File: src/rtl/srht_pkg.sv
// shared types, constants and codes for the screen region hit test
// no dependencies; every other file imports this package
`default_nettype none

package srht_pkg;

  localparam int MAX_VERTICES  = 32;
  localparam int FRACTION_BITS = 4;

  localparam int COORD_W = 20;
  localparam int PIX_W   = 15;
  localparam int PIXQ_W  = PIX_W + FRACTION_BITS;
  localparam int CNT_W   = $clog2(MAX_VERTICES + 1);
  localparam int SHAPE_W = 2;
  localparam int OP_W    = 2;
  localparam int STAT_W  = 2;
  // multiplier operand width covers 2p - s - e and every edge difference
  localparam int MUL_W   = (COORD_W + 2 > PIXQ_W + 3) ? COORD_W + 2 : PIXQ_W + 3;
  localparam int PROD_W  = 2 * MUL_W;
  localparam int MIN_POLY = 3;

  localparam int ADDR_W = 5;
  localparam int DATA_W = 32;

  typedef enum logic [2:0] {
    REG_SHAPE   = 3'd0,
    REG_START_X = 3'd1,
    REG_START_Y = 3'd2,
    REG_END_X   = 3'd3,
    REG_END_Y   = 3'd4
  } reg_idx_e;

  typedef enum logic [OP_W-1:0] {
    OP_TEST  = 2'd0,
    OP_ADD   = 2'd1,
    OP_UNDO  = 2'd2,
    OP_CLEAR = 2'd3
  } opcode_e;

  typedef enum logic [SHAPE_W-1:0] {
    SHAPE_RECT   = 2'd0,
    SHAPE_CIRCLE = 2'd1,
    SHAPE_POLY   = 2'd2,
    SHAPE_NONE   = 2'd3
  } shape_e;

  typedef enum logic [STAT_W-1:0] {
    ST_OK    = 2'd0,
    ST_FULL  = 2'd1,
    ST_EMPTY = 2'd2,
    ST_SHORT = 2'd3
  } status_e;

  typedef enum logic [2:0] {
    S_IDLE,
    S_POLY,
    S_DRAIN,
    S_CIRC_A,
    S_CIRC_B,
    S_CIRC_C,
    S_CIRC_D,
    S_FIN
  } state_e;

  typedef struct packed {
    logic signed [COORD_W-1:0] x;
    logic signed [COORD_W-1:0] y;
  } vertex_t;

endpackage

`default_nettype wire

File: src/rtl/srht_mul.sv
// shared two-product multiply stage with registered products
// depends on srht_pkg
`default_nettype none

module srht_mul import srht_pkg::*; (
  input  wire logic                    clk,
  input  wire logic                    rst,
  input  wire logic                    in_v,
  input  wire logic signed [MUL_W-1:0] a1,
  input  wire logic signed [MUL_W-1:0] b1,
  input  wire logic signed [MUL_W-1:0] a2,
  input  wire logic signed [MUL_W-1:0] b2,
  output logic                         out_v,
  output logic signed [PROD_W-1:0]     p1,
  output logic signed [PROD_W-1:0]     p2
);

  always_ff @(posedge clk) begin
    if (rst) begin
      out_v <= 1'b0;
    end else begin
      out_v <= in_v;
    end
  end

  always_ff @(posedge clk) begin
    p1 <= a1 * b1;
    p2 <= a2 * b2;
  end

endmodule

`default_nettype wire

File: config.mk
export PLATFORM = sky130hd
export DESIGN_NAME = srht_mul
export DESIGN_NICKNAME = d
export VERILOG_FILES = /design/src/rtl/srht_pkg.sv /design/src/rtl/srht_mul.sv
export SDC_FILE = /design/constraint.sdc
export NUM_CORES = 2
export LEC_CHECK = 0
export BUFFER_PORTS_ARGS = -buffer_cell sky130_fd_sc_hd__buf_2
export CAP_MARGIN = 0
export CORE_ASPECT_RATIO = 0.8
export CORE_MARGIN = 2
export CORE_UTILIZATION = 59
export DETAILED_ROUTE_END_ITERATION = 8
export PLACE_DENSITY = 0.81
export SYNTH_ARGS = -nofsm -noshare
export SYNTH_HDL_FRONTEND = slang
export SYNTH_SLANG_ARGS = --single-unit
File: constraint.sdc
create_clock -name clk -period 11.3 [get_ports clk]
set_input_delay 2.26 -clock clk [delete_from_list [all_inputs] [get_ports clk]]
set_output_delay 2.26 -clock clk [all_outputs]
set_load 0.005 [all_outputs]
# == Yosys cells after proc, flatten, opt, wreduce, memory -nomap -nowiden ==
# Cells that the tools add are included.
# classes
n_eq_ne,0
shifts,0
multipliers,2
div,0
magnitude_cmp,0
addsub,0
n_mux,0
n_reduce_logical,0
bitwise_logic,0
# op_table
cell,n
multiplier 22 x 22 -> 44 bit,2
# word_totals
input_bits,91
ff_bits,89
mem_bits_rw,0
out_inout_bits,89
mem_bits_ro,0
elab_cells,5
latch_bits,0
memories,0

# == Depth between registers and ports, before layout ==
# depth
ltp_word,1
ltp_mapped,26
mapped_depth_nobuf,25

# == Least setup slack after synthesis ==
# OpenSTA, ideal clock, no wires.
# synth_timing
kind,input-to-reg
from,in b1[1]
to,reg p1[43]
slack_ns,2.641
t_arrival_ns,8.587
required_ns,11.228
stages,23
n_path_buf,1
path_cell_list,clkbuf_1 -> nand2_1 -> inv_1 -> fa_1 -> fa_1 -> inv_1 -> fa_1 -> inv_1 -> fa_1 -> fa_1 -> inv_1 -> fa_1 -> fa_1 -> inv_1 -> ha_1 -> a21o_1 -> a21o_1 -> a21oi_1 -> o21a_1 -> a31oi_1 -> a221o_1 -> a21oi_1 -> xnor2_1
# synth_via
elab_chain_len,1
# synth_rtl
item,line,rtl
from (decl),srht_mul.sv:10,"input wire logic signed [MUL_W-1:0] b1,"
multiplier 22 x 22 -> 44 bit,srht_mul.sv:27,p1 <= a1 * b1;
to (signal assigned),srht_mul.sv:27,
to (decl),srht_mul.sv:14,"output logic signed [PROD_W-1:0] p1,"
# Every way passes these cells.
# A chain may end at the register's enable or synchronous reset.

# == Worst setup path after layout ==
# Ends and elaborated chain as after synthesis.

==> run_results.csv <==
group,metric,value,unit
status,outcome,"finished clean",
critical_path,cp.arrival,9.71,ns
critical_path,critPathMaxStageDelay,0.64,ns
die,die_width,285.6,um
logic_synthesis,syn_area,37420,um2
sta,tns,0,ns
sta,fmax,0.1064,GHz
sta,worstMarginPinSlew,0.9496,ns
sta,fin_ws,1.905,ns
finish,syn_to_final_growth,4.162,%
cts,cts-buffers-inserted,9,
critical_path,end_kind,"register",
logic_synthesis,synth_mux_area_frac,0.0005349,
finish,drive_gt1_frac,0.05661,
placed_design,dp_slack,1.588,ns
sta,finalSetupViolCount,0,
logic_synthesis,synth-compound-area-share,0.04139,
run,max_cap_violations,0,
critical_path,required,11.61,ns
placed_design,gp_congestion,0.9396,
critical_path,cp_max_fo,22,
placed_design,io_buffers,179,
logic_synthesis,avgSynthCellArea,9.417,um2
route,detail_route.first_pass.iterations,5,
sta,fin_crit,9.395,ns
logic_synthesis,synth_xor_area_frac,0.02223,
global_routing,grt_pass1_vias,28933,
global_routing,grt_overflow,0,
die,coreArea,62690,um2
sta,min_period_over_period,0.8314,
critical_path,path_buf_inv,6,
logic_synthesis,synth-simple-area-share,0.1400,
logic_synthesis,synthAdderAreaFrac,0.6263,
cts,h-tree-depth,3,
route,vias,25888,
logic_synthesis,yosys.cell_types.count,69,
cts,post_cts_buffers,0,
cts,cts_resized,0,
route,final_antenna_net_count,0,
critical_path,timing.critical_path.mode_cell,"fa_1",
die,num_io_pins,180,
logic_synthesis,synth_nets,5337,
global_routing,grt_pass1_wl,150.1,mm
logic_synthesis,ys_seq_area_frac,0.04761,
logic_synthesis,synth_common_cells,"1033 x inv_1, 1002 x fa_1, 571 x nand2_1",
min_path,min_path_type,"in2reg",
die,fp.dieH,229.3,um
die,rows,82,
logic_synthesis,ys_ff_latch,89,
cts,cts.sinks,89,
cts,clkTransAtPathRegs,0.08,ns
logic_synthesis,synthFlopType,"dfxtp_1",
cts,tritoncts,"yes",
global_routing,antenna_found_initial,2,
route,wl_per_cell,18.44,um
route,via_per_inst,5.357,
logic_synthesis,synth_warnings,0,
cts,cts.path.max_buffers,2,
finish,fin_nets,5350,
cts,ctsHoldBuffers,0,
critical_path,critPathLaunchType,"primary input",
finish,fillers,5086,
critical_path,slowest_stage,"fa_1",
route,drt_iter0_drc,1688,
global_routing,grt_max_degree,23,
logic_synthesis,synth_top_family_by_area,"adder cells",
logic_synthesis,synth_top_cell_area_share,0.5360,
die,design.die.area,65470,um2
logic_synthesis,synth_top_area_cell,"fa_1",
sta,rsz0062_at_grt,"false",
logic_synthesis,netlist_instances,3974,
logic_synthesis,synth-edff-count,0,
logic_synthesis,async_flop_share,0,
critical_path,cpLargestDelayFamily,"adder cells",
sta,maxSlewViolCount,0,
critical_path,critical_path_class,"in2reg",
global_routing,track_usage,0.2917,
die,start_util,0.5970,
placed_design,dp_hpwl,71.39,mm
route,drt_drc_violations_left,0,
sta,max_slew_margin,0.3650,
cts,cts_root_buffer,"clkbuf_16",
logic_synthesis,synthTopCellsByArea,"fa_1 54%, inv_1 10%, ha_1 9.0%",
sta,hold_viol,0,
logic_synthesis,yosysMostFrequentCell,"inv_1",
route,routed_wl,89.11,mm
## layout by cell type, fill, tap and decap left out, types with 4 or more instances in the layout
cell type	instances
a211o_1	4
a211oi_1	7
a21o_1	54
a21oi_1	67
a31oi_1	4
and2_1	380
and3_1	8
buf_2	179
clkbuf_16	9
dfxtp_1	89
fa_1	1002
ha_1	270
inv_1	1033
nand2_1	571
nand2b_1	20
nand3_1	12
nand4_1	4
nor2_1	59
nor2b_1	8
o21a_1	9
o21ai_0	28
o21bai_1	8
or3_1	4
xnor2_1	69
xor2_1	26
## final cells by class
cell class	count	area, um2	share of cell area
tap	840	1051	0.02696
multi-input combinational	2673	31080	0.7972
inverter	1034	3881	0.09956
clock inverter	7	60.06	0.001541
timing repair buffer	180	903.4	0.02317
clock buffer	9	225.2	0.005777
sequential	89	1782	0.04571
antenna	1	2.502	0.00006419
## per-stage QoR
stage               instances  utilization  hold WS (ns)  cell area, um2
floorplan                3974            -         2.332           37420
global placement         4816       0.6173         2.414           38690
detailed placement       4816       0.6173         2.420           38690
CTS                      4832       0.6218         1.983           38980
global route             4832       0.6218         2.006           38980
finish                   4833       0.6219         2.018           38980
## logic make-up after synthesis
group                    after synthesis
AND/OR/NAND/NOR                     1086
adder cells (fa/ha/maj)             1272
multiplexers                           2
XOR/XNOR                              95
buffers and inverters               1212
flip-flops                            89
AO/OA/AOI/OAI                        218
## sequential cells by signal, indices dropped and copies added, names as in the netlist
name	flops
p2	44
p1	44
out_v	1
## metal layers
metal  up-vias  GRT usage  routed length (um)  share of wire
met5         -          0                  27        0.00030
met4         4    0.07853                2327          0.026
met3       178    0.06743                8339          0.094
met2      1126     0.4469               40280           0.45
met1     13211     0.4209               38140           0.43
li1      11369          -                   -              -
## path summary, 6_finish.rpt
kind | startpoint | endpoint | slack (ns) | depth (start not counted)
min | rst | out_v$_SDFF_PP0_ | 2.02 | 2
max | b1[1] | p1[43]$_DFF_P_ | 1.91 | 25
Power is not shown: default switching activity piles up to over one toggle a cycle in this logic, so the estimate is an artifact.
